<file path="src/rtl/ssf_pkg.sv">
package ssf_pkg;

  localparam int MAX_WIDTH = 1024;
  localparam int ADDR_W = (MAX_WIDTH > 1) ? $clog2(MAX_WIDTH) : 1;
  localparam int IW_W = 11;
  localparam int EW = (ADDR_W + 1 > IW_W) ? ADDR_W + 1 : IW_W;

  localparam int QDEPTH = 4;
  localparam int QPTR_W = $clog2(QDEPTH);
  localparam int QCNT_W = $clog2(QDEPTH + 1);

  localparam int ODEPTH = 4;
  localparam int OPTR_W = $clog2(ODEPTH);
  localparam int OCNT_W = $clog2(ODEPTH + 1);

  localparam int CFG_IDX_W = 1;
  localparam int CFG_DATA_W = IW_W;

  localparam logic [CFG_IDX_W-1:0] REG_FILTER_MODE = 1'b0;
  localparam logic [CFG_IDX_W-1:0] REG_IMAGE_WIDTH = 1'b1;

  localparam logic [1:0] MODE_SOBEL   = 2'd0;
  localparam logic [1:0] MODE_SHARPEN = 2'd1;

  typedef logic [8:0][7:0] win_t;

  typedef struct packed {
    logic [7:0] top;
    logic [7:0] mid;
    logic [7:0] bot;
    logic       first;
    logic       emit_mid;
    logic       emit_last;
    logic       drain;
  } item_t;

  typedef struct packed {
    logic [QCNT_W-1:0] count;
    logic              nonempty;
  } q_stat_t;

  function automatic logic signed [12:0] ext(input logic [7:0] x);
    return $signed({5'b0, x});
  endfunction

  function automatic logic [7:0] filter_px(input logic [1:0] mode, input win_t w);
    logic signed [12:0] v;
    logic [7:0] r;
    case (mode)
      MODE_SOBEL: begin
        v = (ext(w[0]) - ext(w[6])) + ((ext(w[1]) - ext(w[7])) <<< 1) +
            (ext(w[2]) - ext(w[8])) + 13'sd127;
      end
      MODE_SHARPEN: begin
        v = (ext(w[4]) * 13'sd9) - ext(w[0]) - ext(w[3]) - ext(w[6]) - ext(w[1]) -
            ext(w[7]) - ext(w[2]) - ext(w[5]) - ext(w[8]);
      end
      default: v = 13'sd0;
    endcase
    if (v < 13'sd0) begin
      r = 8'd0;
    end else if (v > 13'sd255) begin
      r = 8'd255;
    end else begin
      r = v[7:0];
    end
    return r;
  endfunction

endpackage

</file>
<file path="src/rtl/ssf_back.sv">
module ssf_back (
  input  logic                 clk,
  input  logic                 rst,
  input  ssf_pkg::item_t       q_head,
  input  ssf_pkg::q_stat_t     q_stat,
  output logic                 q_pop,
  input  logic [1:0]           filter_mode,
  output logic                 empty,
  input  logic                 pop,
  output logic [7:0]           pixel_out,
  output logic                 row_end,
  output logic                 frame_end
);

  typedef struct packed {
    logic [7:0] px;
    logic       re;
    logic       fe;
  } res_t;

  ssf_pkg::win_t               window;
  ssf_pkg::win_t               base;
  ssf_pkg::win_t               cand;
  logic                        tail;
  logic                        tail_drain;

  res_t                        ofifo [ssf_pkg::ODEPTH];
  logic [ssf_pkg::OPTR_W-1:0]  o_rd;
  logic [ssf_pkg::OPTR_W-1:0]  o_wr;
  logic [ssf_pkg::OCNT_W-1:0]  o_cnt;

  logic                        out_pop;
  logic                        room;
  logic                        take;
  logic                        tail_go;
  logic                        o_push;
  res_t                        o_data;

  assign empty = (o_cnt == '0);
  assign out_pop = pop && !empty;
  assign room = (o_cnt < ssf_pkg::OCNT_W'(ssf_pkg::ODEPTH)) || out_pop;
  assign take = q_stat.nonempty && !tail && room;
  assign tail_go = tail && room;
  assign q_pop = take;

  // A new column enters on the right; the row end beat shifts in a zero column.
  always_comb begin
    base = (take && q_head.first) ? '0 : window;
    cand[5:0] = base[8:3];
    if (take) begin
      cand[6] = q_head.top;
      cand[7] = q_head.mid;
      cand[8] = q_head.bot;
    end else begin
      cand[6] = 8'd0;
      cand[7] = 8'd0;
      cand[8] = 8'd0;
    end
    o_push = (take && q_head.emit_mid) || tail_go;
    o_data.px = ssf_pkg::filter_px(filter_mode, cand);
    o_data.re = tail_go;
    o_data.fe = tail_go && tail_drain;
  end

  always_ff @(posedge clk) begin
    if (o_push) begin
      ofifo[o_wr] <= o_data;
    end
    if (take) begin
      tail_drain <= q_head.drain;
    end
  end

  always_ff @(posedge clk) begin
    if (rst) begin
      window <= '0;
      tail <= 1'b0;
      o_rd <= '0;
      o_wr <= '0;
      o_cnt <= '0;
    end else begin
      if (take || tail_go) begin
        window <= cand;
      end
      if (take) begin
        tail <= q_head.emit_last;
      end else if (tail_go) begin
        tail <= 1'b0;
      end
      if (o_push) begin
        o_wr <= o_wr + ssf_pkg::OPTR_W'(1);
      end
      if (out_pop) begin
        o_rd <= o_rd + ssf_pkg::OPTR_W'(1);
      end
      if (o_push && !out_pop) begin
        o_cnt <= o_cnt + ssf_pkg::OCNT_W'(1);
      end else if (!o_push && out_pop) begin
        o_cnt <= o_cnt - ssf_pkg::OCNT_W'(1);
      end
    end
  end

  assign pixel_out = ofifo[o_rd].px;
  assign row_end = ofifo[o_rd].re;
  assign frame_end = ofifo[o_rd].fe;

endmodule

</file>
<file path="config.mk">
export PLATFORM = sky130hd
export DESIGN_NAME = ssf_back
export DESIGN_NICKNAME = d
export VERILOG_FILES = /design/src/rtl/ssf_pkg.sv /design/src/rtl/ssf_back.sv
export SDC_FILE = /design/constraint.sdc
export NUM_CORES = 1
export LEC_CHECK = 0
export ABC_AREA = 1
export BUFFER_PORTS_ARGS = -buffer_cell sky130_fd_sc_hd__clkbuf_2
export CORE_ASPECT_RATIO = 1.4
export CORE_UTILIZATION = 35
export DETAILED_ROUTE_END_ITERATION = 6
export PLACE_DENSITY = 0.52
export SYNTH_ARGS = -nofsm -noshare
export SYNTH_HDL_FRONTEND = slang
export SYNTH_SLANG_ARGS = --single-unit
</file>
<file path="constraint.sdc">
create_clock -name clk -period 5.9 [get_ports clk]
set_clock_uncertainty 0.15 [all_clocks]
set_input_delay 0.59 -clock clk [delete_from_list [all_inputs] [get_ports clk]]
set_output_delay 0.59 -clock clk [all_outputs]
set_load 0.02 [all_outputs]
</file>
==> flow_summary.yaml <==
cts:
  cts_tree: "yes"
  htree_levels: 3
  cts_root_buffer: "clkbuf_16"
  postCtsHoldBufs: 0
  cts_buffers: 9
  path_clk_slew_ns: 0.07
  insertion_delay_ns: 0.36
  cts_buffer_depth: 2
  cts.sinks: 99
timing:
  drv_slew: 0
  finalSetupViolations: 0
  finalHoldWorstSlack_ns: 0.271
  max_slew_margin_pct: 31.9
  final-hold-violation-count: 0
  final.period_utilization_pct: 95.9
  clock.fmax_ghz: 0.177
  tns_ns: 0
  tightest_slew_ns: 1.02
  min_period_ns: 5.66
synth:
  synth.net_count: 1249
  synth_xor_area_share_pct: 2.16
  synthTopCellsByArea: "fa_1, edfxtp_1, dfxtp_1"
  synth_ff_type: "dfxtp_1"
  muxShareOfSynthArea_pct: 0
  synth_edf_count: 41
  ys_async_sr_fraction_pct: 0
  yosysTopAreaCellShare_pct: 17.1
  netlist_area_um2: 8530
  synth_top_area_cell: "fa_1"
  synth_top_family_by_area: "adder cells"
  synthSimpleGateAreaFrac_pct: 18.8
  syn_inst: 1057
  synthAdderAreaFrac_pct: 29.2
  synth_cell_types: 41
  synth.cells.most_frequent: "nand2_1, inv_1, a21oi_1, ha_1, fa_1"
  synth.ff_latch_count: 99
  synth_seq_area_share_pct: 28.1
  yosysWarnings: 0
  synth.most_common_cell: "nand2_1"
  syn_area_per_cell_um2: 8.07
  synth_compound_area_share_pct: 10.8
global_routing:
  antenna_found_initial: 0
  grt_max_degree: 49
  grt_pass1_wl_mm: 34.9
  gr-usage-all-layers_pct: 18.0
  grt_overflow_total: 0
  grt_pass1_vias: 7107
placed_design:
  numPortBuffers: 45
  dp_hpwl_mm: 17.0
  gp_congestion: 0.831
worst_setup_path:
  regToRegSetupSlack_ns: 0.25
  cp_max_fo: 10
  end_kind: "register"
  startpoint_type: "primary input"
  cp.required_ns: 5.95
  critPathKind: "in2reg"
  crit_arrival_ns: 5.71
finish:
  drive_gt1_share_pct: 22.3
  antennaDiodeCount: 0
  synthToLayoutAreaGrowth_pct: 25.1
  fin_nets: 1417
  fill_cells: 2415
die:
  die_area_um2: 25000
  core_um2: 23900
  start_util_pct: 35.7
  io-pin-count: 49
  fp.dieW_um: 134
  die_h_um: 187
  rows: 67
drt:
  remaining_drc_errors: 0
  drt-initial-drc-count: 317
  first_pass_iters: 4
  wl_per_cell_um: 14.1
  num_vias: 7053
  drt_wl_total_mm: 21.7
  via_per_inst: 4.58
  ant_nets: 0
flow_run:
  maxCapViolations: 0
min_path:
  hp-class: "in2reg"
status:
  status: "complete, no violations"
## final timing paths
kind,start,end,cells after the start
min,q_head[0],tail_drain$_DFFE_PN_,1
max,pop,ofifo[2][8]$_DFFE_PP_,27
max reg2reg,o_cnt[2]$_SDFFE_PP0P_,ofifo[2][8]$_DFFE_PP_,26
min reg2reg,window[65]$_SDFFE_PP0P_,window[65]$_SDFFE_PP0P_,2
## repair_timing
| item | in CTS | in global routing |
|---|---|---|
| gates resized for setup | 0 | 64 |
| endpoints found under the setup margin | 0 | 32 |
| buffers inserted | 0 | 3 |
## kinds of logic after synthesis
logic type      after synthesis
compound gates              173
simple gates                366
flops                        99
buf+inv                     243
xor+xnor                     21
fa+ha+maj                   155
## worst max-delay path: stages
cell and delay [ns]:
clkbuf_2 0.08, inv_1 0.07, nand2_2 0.06, nand2_2 0.08, nor2_4 0.06, nand2_4 0.13, clkbuf_16 0.19, buf_4 0.13
nand2_1 0.12, fa_1 0.56, inv_1 0.05, fa_1 0.51, fa_1 0.44, fa_1 0.55, inv_1 0.06, fa_1 0.55
inv_1 0.07, ha_4 0.29, nand2_2 0.07, nor2_2 0.15, nand3_2 0.10, buf_4 0.15, nand4_4 0.07, nand2_4 0.08
nor2_8 0.12, nand3_4 0.17, a21oi_4 0.22
## per-layer routing
layer | wire (um) | global-route usage [%] | vias to the layer above
li1 | - | - | 3654
met1 | 8900 | 19.8 | 3298
met2 | 11700 | 35.0 | 75
met3 | 438 | 2.09 | 26
met4 | 580 | 5.73 | 0
met5 | 0 | 0 | -
## flip-flops by register name, indices dropped and copies added, names as in the netlist, named ones only
signal / flops
window: 48
ofifo: 40
o_cnt: 3
o_rd: 2
o_wr: 2
tail: 1
tail_drain: 1
## per-stage QoR
stage / setup WS, ns / area [um2] / utilization, % / cells
3_5_place_dp: -0.211 / 10000 / 42.0 / 1519
4_1_cts: 0.147 / 10300 / 43.3 / 1535
5_1_grt: -0.0245 / 10700 / 44.7 / 1540
2_1_floorplan: 0.129 / 8530 / - / 1057
3_3_place_gp: -0.167 / 10000 / 42.0 / 1519
6_report: 0.241 / 10700 / 44.7 / 1540
## layout by cell type, fill, tap and decap left out, types with 4 or more instances in the layout
cell type	instances
dfxtp_1	57
nor2_1	59
ha_1	73
nand2_4	5
ha_4	9
buf_4	134
inv_2	9
fa_2	6
nand2_1	220
nand3_2	7
a21oi_2	6
clkbuf_2	45
o21bai_1	4
a21oi_1	78
clkbuf_16	13
edfxtp_1	41
o22ai_1	12
nand4_1	7
xnor2_1	6
inv_1	208
nand3_1	31
o21ai_0	63
nand2_2	18
xor2_1	15
fa_1	67
## final cells by class
cell class	instances	area (um2)	area share, %
multi-input cells	715	5440	51.0
inverters	217	815	7.63
well taps	310	388	3.64
clock buffers	14	297	2.78
clock inverters	2	13.8	0.129
flip-flops and latches	99	2390	22.4
repair buffers	183	1320	12.4
Power is left out: the tool's default activity adds up to more than one toggle a clock period on the data nets, which glitch-free logic cannot reach.
