<file path="src/rtl/ssf_pkg.sv">
package ssf_pkg;

  localparam int MAX_WIDTH = 1024;
  localparam int ADDR_W = (MAX_WIDTH > 1) ? $clog2(MAX_WIDTH) : 1;
  localparam int IW_W = 11;
  localparam int EW = (ADDR_W + 1 > IW_W) ? ADDR_W + 1 : IW_W;

  localparam int QDEPTH = 4;
  localparam int QPTR_W = $clog2(QDEPTH);
  localparam int QCNT_W = $clog2(QDEPTH + 1);

  localparam int ODEPTH = 4;
  localparam int OPTR_W = $clog2(ODEPTH);
  localparam int OCNT_W = $clog2(ODEPTH + 1);

  localparam int CFG_IDX_W = 1;
  localparam int CFG_DATA_W = IW_W;

  localparam logic [CFG_IDX_W-1:0] REG_FILTER_MODE = 1'b0;
  localparam logic [CFG_IDX_W-1:0] REG_IMAGE_WIDTH = 1'b1;

  localparam logic [1:0] MODE_SOBEL   = 2'd0;
  localparam logic [1:0] MODE_SHARPEN = 2'd1;

  typedef logic [8:0][7:0] win_t;

  typedef struct packed {
    logic [7:0] top;
    logic [7:0] mid;
    logic [7:0] bot;
    logic       first;
    logic       emit_mid;
    logic       emit_last;
    logic       drain;
  } item_t;

  typedef struct packed {
    logic [QCNT_W-1:0] count;
    logic              nonempty;
  } q_stat_t;

  function automatic logic signed [12:0] ext(input logic [7:0] x);
    return $signed({5'b0, x});
  endfunction

  function automatic logic [7:0] filter_px(input logic [1:0] mode, input win_t w);
    logic signed [12:0] v;
    logic [7:0] r;
    case (mode)
      MODE_SOBEL: begin
        v = (ext(w[0]) - ext(w[6])) + ((ext(w[1]) - ext(w[7])) <<< 1) +
            (ext(w[2]) - ext(w[8])) + 13'sd127;
      end
      MODE_SHARPEN: begin
        v = (ext(w[4]) * 13'sd9) - ext(w[0]) - ext(w[3]) - ext(w[6]) - ext(w[1]) -
            ext(w[7]) - ext(w[2]) - ext(w[5]) - ext(w[8]);
      end
      default: v = 13'sd0;
    endcase
    if (v < 13'sd0) begin
      r = 8'd0;
    end else if (v > 13'sd255) begin
      r = 8'd255;
    end else begin
      r = v[7:0];
    end
    return r;
  endfunction

endpackage

</file>
<file path="src/rtl/ssf_queue.sv">
module ssf_queue (
  input  logic             clk,
  input  logic             rst,
  input  logic             q_push,
  input  ssf_pkg::item_t   q_item,
  input  logic             q_pop,
  output ssf_pkg::item_t   q_head,
  output ssf_pkg::q_stat_t q_stat
);

  ssf_pkg::item_t              slots [ssf_pkg::QDEPTH];
  logic [ssf_pkg::QPTR_W-1:0]  rd_ptr;
  logic [ssf_pkg::QPTR_W-1:0]  wr_ptr;
  logic [ssf_pkg::QCNT_W-1:0]  count;

  always_ff @(posedge clk) begin
    if (q_push) begin
      slots[wr_ptr] <= q_item;
    end
  end

  always_ff @(posedge clk) begin
    if (rst) begin
      rd_ptr <= '0;
      wr_ptr <= '0;
      count <= '0;
    end else begin
      if (q_push) begin
        wr_ptr <= wr_ptr + ssf_pkg::QPTR_W'(1);
      end
      if (q_pop) begin
        rd_ptr <= rd_ptr + ssf_pkg::QPTR_W'(1);
      end
      if (q_push && !q_pop) begin
        count <= count + ssf_pkg::QCNT_W'(1);
      end else if (!q_push && q_pop) begin
        count <= count - ssf_pkg::QCNT_W'(1);
      end
    end
  end

  assign q_head = slots[rd_ptr];
  assign q_stat.count = count;
  assign q_stat.nonempty = (count != '0);

endmodule

</file>
<file path="config.mk">
export PLATFORM = sky130hd
export DESIGN_NAME = ssf_queue
export DESIGN_NICKNAME = d
export VERILOG_FILES = /design/src/rtl/ssf_pkg.sv /design/src/rtl/ssf_queue.sv
export SDC_FILE = /design/constraint.sdc
export NUM_CORES = 1
export LEC_CHECK = 0
export BUFFER_PORTS_ARGS = -buffer_cell sky130_fd_sc_hd__buf_2
export CELL_PAD_IN_SITES_DETAIL_PLACEMENT = 0
export CELL_PAD_IN_SITES_GLOBAL_PLACEMENT = 2
export CORE_UTILIZATION = 44
export DETAILED_ROUTE_END_ITERATION = 8
export GPL_TIMING_DRIVEN = 0
export PLACE_DENSITY = 0.89
export SETUP_SLACK_MARGIN = 0.3
export SLEW_MARGIN = 5
export SYNTH_ARGS = -nofsm -noshare
export SYNTH_HDL_FRONTEND = slang
export SYNTH_SLANG_ARGS = --single-unit
</file>
<file path="constraint.sdc">
create_clock -name clk -period 2 [get_ports clk]
set_input_delay 0.2 -clock clk [delete_from_list [all_inputs] [get_ports clk]]
set_output_delay 0.2 -clock clk [all_outputs]
set_load 0.02 [all_outputs]
</file>
==> results of run 1 <==
==> power breakdown <==
part / total (mW) / internal, mW / switching (mW)
registers: 2.95 / 2.91 / 0.0454
logic: 0.878 / 0.460 / 0.419
clock network: 2.70 / 1.72 / 0.978
==> stage by stage <==
step / instance area, sq um / setup WS (ns) / power [mW]
2_1_floorplan: 4510 / 0.370 / 3.43
3_3_place_gp: 4990 / -0.122 / 3.64
3_5_place_dp: 4990 / 0.324 / 3.65
4_1_cts: 5890 / -0.0837 / 6.47
5_1_grt: 6100 / -0.103 / 6.76
6_report: 6100 / -0.0374 / 6.53
==> flip-flops by register name, indices dropped and copies added, names as in the netlist, named ones only <==
| register | flops |
|---|---|
| slots | 112 |
| rd_ptr | 2 |
| count | 3 |
| wr_ptr | 2 |
==> layout make-up <==
type | instances | area share
clock inverter | 13 | 0.0185
inverter | 4 | 0.00246
tap | 133 | 0.0273
clock buffer | 17 | 0.0679
sequential | 121 | 0.582
multi-input combinational | 57 | 0.143
buffer | 7 | 0.0148
timing repair buffer | 98 | 0.145
==> Yosys cell counts <==
| cell | instances | share of area |
|---|---|---|
| edfxtp_1 | 112 | 0.75 |
| mux4_2 | 20 | 0.10 |
| fa_1 | 1 | 0.0044 |
| buf_2 | 3 | 0.0033 |
| ha_1 | 5 | 0.014 |
| or3_1 | 2 | 0.0028 |
| nor2_1 | 7 | 0.0058 |
| o21ai_0 | 1 | 0.0011 |
| mux4_1 | 8 | 0.047 |
| a21oi_1 | 1 | 0.0011 |
| nand2_1 | 1 | 0.00083 |
| buf_12 | 2 | 0.0089 |
| dfxtp_1 | 9 | 0.040 |
| inv_1 | 4 | 0.0033 |
| clkbuf_1 | 1 | 0.00083 |
| and2_1 | 4 | 0.0055 |
| xnor2_1 | 2 | 0.0039 |
| mux2i_1 | 2 | 0.0044 |
| buf_6 | 1 | 0.0025 |
| xor2_1 | 3 | 0.0058 |
==> timing repair <==
item | in CTS | in global routing
pin swaps | 0 | 1
hold buffers | 29 | 0
gates resized for setup | 28 | 50
buffers inserted | 2 | 2
cloned | 1 | 2
setup endpoints to repair | 28 | 85
endpoints found under the hold margin | 113 | 0
==> critical path: stages, from the launching register on <==
cell	delay [ns]
dfxtp_4	0.37
buf_12	0.14
clkbuf_16	0.16
mux4_2	0.51
buf_6	0.15
==> logic make-up after synthesis <==
kind of cell	Yosys count	share of synthesized area
compound gates	2	0.00222
xor+xnor	5	0.00971
fa+ha+maj	6	0.0183
buf+inv	11	0.0188
flops	121	0.785
mux	30	0.151
simple gates	14	0.0150
==> per-layer routing <==
layer | vias to the layer above | wire [microns]
met1 | 1116 | 3500
li1 | 1017 | -
met5 | - | 0
met4 | 0 | 51
met3 | 4 | 292
met2 | 57 | 4280
==> path summary, 6_finish.rpt <==
kind              from            to  cells after the start
max           register    q_head[15]                      4
max reg2reg  wr_ptr[1]  slots[1][12]                      3
min                rst      count[1]                      2
min reg2reg   count[2]      count[2]                      2
==> metrics, run 1 <==
status finished, violations left; failing checks negative setup slack; Critical Path Start Type register; skew final 0.0130 ns; DR pass1 iterations 4; met1 usage 0.196; area grow syn2layout 35.1%; Post-Syn Instances 189; Setup violations, final 19; Highest Clock Rate 491 MHz; multi-input logic area 871 sq um; largest net degree at the start of global routing 29; Min-Delay Path Class input port to register; fillers 693; GRT Resource Usage Total 0.159; Finished Core Util 0.618; worst skew pair latency 0.50 ns; Die ar. 10700 sq um; min Tclk post-route 2.04 ns; wirelength, routed 8.12 mm; Mean Syn Cell Area 23.9 sq um; Final Worst Setup Slack -0.0374 ns; met3 usage 0.0565; wire length per cell 18.0 microns; Inst Count DP 384; normalized max-slew margin 0.481; area of the mapped netlist 4510 sq um; Longest Clk Path Bufs 2; Chip Width 103 microns; Die Height 103 microns; Post-Syn Nets 227; antenna violations before repair 0; Vias 2194; first-pass GRT wire length 11.8 mm; IO Count 64; Finished Layout Cells 450; Nets 344; Max Cap Violations 0; GPL Wtd Cong 0.661; post-DP HPWL 4.33 mm; residual DRC count 0; final hold slack 0.0423 ns; Setup Total Neg Slack -0.304 ns; layout cell share with drive strength beyond 1 0.432; crit path max fanout 7; vias in the first global route 2303; Synth warnings 0; R2R setup slack 0.40 ns; Inserted Diodes 0; total grt overflow 0; RSZ-0062 raised after global routing true; register area 3550 sq um; CTS tree built; max-slew violations 0; Final Hold Fails 0; IO Port Bufs 62; antenna-violating nets left 0; sequential area share after synthesis 0.785; core footprint 9860 sq um; flops & latches, synth 121; total CTS buffers 17; # H-tree levels 4; slew at the pin with the worst max-slew slack 0.779 ns; commonest non-fill, non-tap cell in the layout edfxtp_1; leak pwr 2.18 nW; clock sink total 121; Distinct cells, synth 20; most frequent cells in the layout edfxtp_1, buf_2, dlygate4sd3_1, buf_6, mux4_2; vias per cell 4.88; Power per Cell Area 1070 nW/um^2; period utilisation layout 1.02; GR peak layer met2; crit path DAT 1.84 ns; Peak VDD IR 512 uV; site row count 36; Starting Density 0.458; grt met2 use 0.261; CP required 1.80 ns; clk slew on worst S/H paths 0.05 ns; crit path capture type primary output; CTS root buffer clkbuf_8; DR iter-0 viols 109; Crit Path Class register to primary output
Note: power is estimated with default switching activity, not from simulation.
==> inputs of run 2 (changes only) <==
CORE_UTILIZATION = 30   (was 44)
PLACE_DENSITY = not set   (was 0.89)
PLACE_DENSITY_LB_ADDON = 0.1   (was not set)
==> run 2 against run 1 <==
  * The run now ends clean
  * Register-to-register slack better by 0.15 ns
  * Sequential power about the same
  * Worst hold slack worse by 0.024 ns
  * Global-route usage down 4.2 points
  * Combinational power up 0.7%
  * Flip-flop and latch count unchanged
  * Sequential share of layout area up 0.22 points
  * Count of clock-buffer cells in the layout up 4
  * Worst setup slack better by 0.10 ns
  * Via count down 1.7%
  * Clock skew down 0.0060 ns
  * Clock power up 8.1%
  * Critical endpoint is now q_head[16]
==> metrics, run 2 (synthesized netlist as in run 1, its figures left out) <==
Starting Density 0.309; max reg flops 112; IO Count 64; site row count 44; P_int 5.30 mW; hold path startpoint q_item[19]; final hold slack 0.0187 ns; crit path buf inv count 3; area grow syn2layout 34.6%; Setup violations, final 0; Comb power frac 0.131; crit path max fanout 5; antenna violations before repair 0; Peak VDD IR 515 uV; Clk pwr share 0.432; GRT Resource Usage Total 0.118; Inserted Diodes 0; Largest regs slots (112), count (3); Pwr Total 6.75 mW; CTS tree built; clk slew on worst S/H paths 0.05 ns; commonest non-fill, non-tap cell in the layout edfxtp_1; Highest Clock Rate 517 MHz; switching share of total power 0.216; first-pass GRT wire length 13.1 mm; worst skew pair latency 0.40 ns; R2R setup slack 0.55 ns; IO Port Bufs 62; Min-Delay Path Class input port to register; Crit. path cell count 4; CP required 1.80 ns; Chip Width 125 microns; status finished clean; crit-path most repeated cell buf_12; vias in the first global route 2299; Power per Cell Area 1110 nW/um^2; Nets 327; Final Worst Setup Slack 0.0641 ns; dpl ws 0.288 ns; CP max stage cell mux4_2; Longest Clk Path Bufs 2; period utilisation layout 0.968; antenna-violating nets left 0; largest reg by FF count slots; normalized max-slew margin 0.679; Critical R2R Launch count[0]; Final Hold Fails 0; FF-to-FF path depth 4; Vias 2156; leak pwr 2.14 nW; skew final 0.00702 ns; CP Cell Sequence buf_12, buf_12, mux4_2, buf_6; layout cell share with drive strength beyond 1 0.450; sw power 1.46 mW; residual DRC count 0; most frequent cells in the layout edfxtp_1, buf_2, buf_6, mux4_2, clkbuf_16; # H-tree levels 4; clock sink total 121; Critical Path Start Type register; total grt overflow 0; Hold EP slots[1][19]; DR pass1 iterations 4; family with the most delay on the worst path multiplexers; crit path DAT 1.74 ns; GPL Wtd Cong 0.613; post-DP HPWL 4.81 mm; Die ar. 15500 sq um; Critical Path Max Stage Delay 0.53 ns; slew at the pin with the worst max-slew slack 0.481 ns; crit path capture type primary output; total CTS buffers 17; core footprint 14600 sq um; Setup Total Neg Slack 0 ns; Worst R2R End count[2]; RSZ-0062 raised after global routing true; wire length per cell 17.6 microns; Max Cap Violations 0; Die Height 125 microns; largest net degree at the start of global routing 29; max-slew violations 0; Seq pwr share 0.437; min Tclk post-route 1.94 ns; DR iter-0 viols 123; Crit Path Class register to primary output; vias per cell 4.44; hold path depth 1; wirelength, routed 8.54 mm; CTS root buffer clkbuf_16
==> run 2: power groups by stage <==
stage	registers [mW]	logic (mW)	clock network [mW]
3_3_place_gp	3.00	0.676	0
3_5_place_dp	3.00	0.695	0
5_1_grt	2.96	0.946	3.10
4_1_cts	2.95	0.818	3.00
2_1_floorplan	3.00	0.428	0
6_report	2.95	0.884	2.92
==> run 2: layout make-up <==
cell class,instances,area (sq um)
Clock buffer,21,440
Fill cell,1314,8510
Clock inverter,11,129
Timing Repair Buffer,81,761
Sequential cell,121,3550
Tap cell,184,230
Multi-Input combinational cell,57,862
Inverter,4,15.0
Buffer,7,91.3
==> run 2: per-layer routing <==
layer / global-route usage / vias up / part of all wire
met1: 0.143 / 1107 / 0.45
met2: 0.179 / 54 / 0.49
met3: 0.0460 / 14 / 0.044
li1: - / 981 / -
met5: 0 / - / 0
met4: 0.0638 / 0 / 0.017
==> run 2: worst register-to-register path: cells and delay by family (launching register included) <==
kind	cells	cell delay (ns)
compound gates	1	0.13
fa+ha+maj	1	0.44
simple gates	1	0.30
xor+xnor	1	0.16
flops	1	0.35
==> run 2: worst max-delay path by stage <==
stage                         start            to
after floorplan           wr_ptr[0]   slots[2][0]
after global placement    wr_ptr[0]  slots[1][13]
after detailed placement  wr_ptr[0]  slots[2][12]
after CTS                  register    q_head[20]
after global routing       register     q_head[9]
final                      register    q_head[16]
==> run 2: through the flow <==
step,util,instance area [sq um],instances
after floorplan,-,4510,189
after global placement,0.346,5050,435
after detailed placement,0.349,5100,437
after CTS,0.407,5930,484
after global routing,0.416,6080,486
final,0.416,6080,486
==> run 2: timing repair <==
| action | in CTS | in global routing |
|---|---|---|
| buffers inserted | 3 | 0 |
| cloned | 1 | 2 |
| endpoints found under the hold margin | 40 | 0 |
| setup endpoints to repair | 62 | 28 |
| hold buffers | 11 | 0 |
| pin swaps | 0 | 0 |
| resized for setup | 40 | 35 |
==> inputs of run 3 (changes only) <==
RECOVER_POWER = 25   (was not set)
==> run 3 against run 2 <==
  * Via count is 0.28% lower
  * Worst hold slack better by 0.058 ns
  * Count of clock-buffer cells in the layout stayed put
  * Largest power group unchanged
==> metrics, run 3 (synthesized netlist as in run 1, its figures left out) <==
post-DP HPWL 4.81 mm; Inst Count DP 437; worst skew pair latency 0.40 ns; leak pwr 2.10 nW; Crit Path Class register to primary output; Seq pwr share 0.437; Comb power frac 0.130; area grow syn2layout 34.2%; antenna-violating nets left 0; Die Height 125 microns; Power per Cell Area 1110 nW/um^2; Inserted Diodes 0; total grt overflow 0; Max Cap Violations 0; Post-DP Area 5100 sq um; wirelength, routed 8.54 mm; RSZ-0062 raised after global routing true; slew at the pin with the worst max-slew slack 0.478 ns; crit path buf inv count 3; CP max stage cell mux4_2; layout cell share with drive strength beyond 1 0.394; total CTS buffers 17; crit path capture type primary output; GPL Wtd Cong 0.613; Final Hold Fails 0; vias in the first global route 2299; wire length per cell 17.6 microns; normalized max-slew margin 0.681; crit-path most repeated cell buf_12; crit path DAT 1.74 ns; first-pass GRT wire length 13.1 mm; core footprint 14600 sq um; largest reg by FF count slots; Min-Delay Path Class input port to register; residual DRC count 0; switching share of total power 0.216; period utilisation layout 0.970; Highest Clock Rate 516 MHz; max reg flops 112; antenna violations before repair 0; Pwr Total 6.75 mW; max-slew violations 0; clock sink total 121; site row count 44; # H-tree levels 4; Clk pwr share 0.433; CTS root buffer clkbuf_16; skew final 0.00702 ns; R2R setup slack 0.55 ns; Nets 327; Setup violations, final 0; most frequent cells in the layout edfxtp_1, buf_6, mux4_2, clkbuf_1, clkbuf_16; crit path max fanout 5; Critical Path Max Stage Delay 0.53 ns; DR pass1 iterations 4; CP required 1.80 ns; final instance area 6050 sq um; min Tclk post-route 1.94 ns; DR iter-0 viols 122; Critical Path Start Type register; commonest non-fill, non-tap cell in the layout edfxtp_1; CTS tree built; P_int 5.29 mW; Setup Total Neg Slack 0 ns; GRT Resource Usage Total 0.118; largest net degree at the start of global routing 29; Finished Layout Cells 486; Longest Clk Path Bufs 2; clk slew on worst S/H paths 0.05 ns; Peak VDD IR 515 uV; Starting Density 0.309; IO Count 64; Largest regs slots (112), count (3); Vias 2150; Chip Width 125 microns; sw power 1.46 mW; vias per cell 4.42; family with the most delay on the worst path multiplexers; CP Cell Sequence buf_12, buf_12, mux4_2, buf_6; status finished clean; Die ar. 15500 sq um; IO Port Bufs 62
[run 3: cell types whose count changed in the layout (fill, tap and decap cells not counted)]
cell and change:
clkbuf_1 +17, buf_2 -17
[run 3: worst paths after layout]
path	startpoint	to	cells after the start
worst min register to register	count[2]	count[2]	2
worst max-delay path	register	q_head[16]	4
worst min-delay path	q_item[1]	slots[2][1]	1
worst max register to register	count[0]	count[2]	4
[run 3: final cells by class]
cell class / instances / area [sq um]
Inverter: 4 / 15.0
Multi-Input combinational cell: 57 / 862
Timing Repair Buffer: 81 / 739
Sequential cell: 121 / 3550
Buffer: 7 / 91.3
Fill cell: 1318 / 8530
Clock inverter: 11 / 129
Tap cell: 184 / 230
Clock buffer: 21 / 440
[run 3: stage by stage]
step	utilization	hold WS [ns]	setup WS (ns)
finish	0.415	0.0769	0.0610
global route	0.415	0.0758	0.00299
CTS	0.407	0.000149	0.0189
detailed placement	0.349	0.420	0.288
global placement	0.346	0.417	-0.331
floorplan	-	0.299	0.370
[run 3: power by group through the flow]
stage / sequential, mW / combinational (mW) / clock [mW]
2_1_floorplan: 3.00 / 0.428 / 0
3_5_place_dp: 3.00 / 0.695 / 0
5_1_grt: 2.96 / 0.942 / 3.10
6_report: 2.95 / 0.880 / 2.92
3_3_place_gp: 3.00 / 0.676 / 0
4_1_cts: 2.95 / 0.818 / 3.00
[run 3: routing by layer]
layer	GRT usage	up-vias	wire length, microns
met5	0	-	0
met4	0.0638	0	161
met3	0.0460	15	389
met2	0.179	55	4170
met1	0.143	1099	3820
li1	-	981	-
[run 3: timing repair]
action / 4_1_cts / 5_1_grt
cloned: 1 / 2
setup buffers: 3 / 0
setup endpoints to repair: 62 / 28
hold buffers: 11 / 0
endpoints found under the hold margin: 40 / 0
resized for setup: 40 / 35
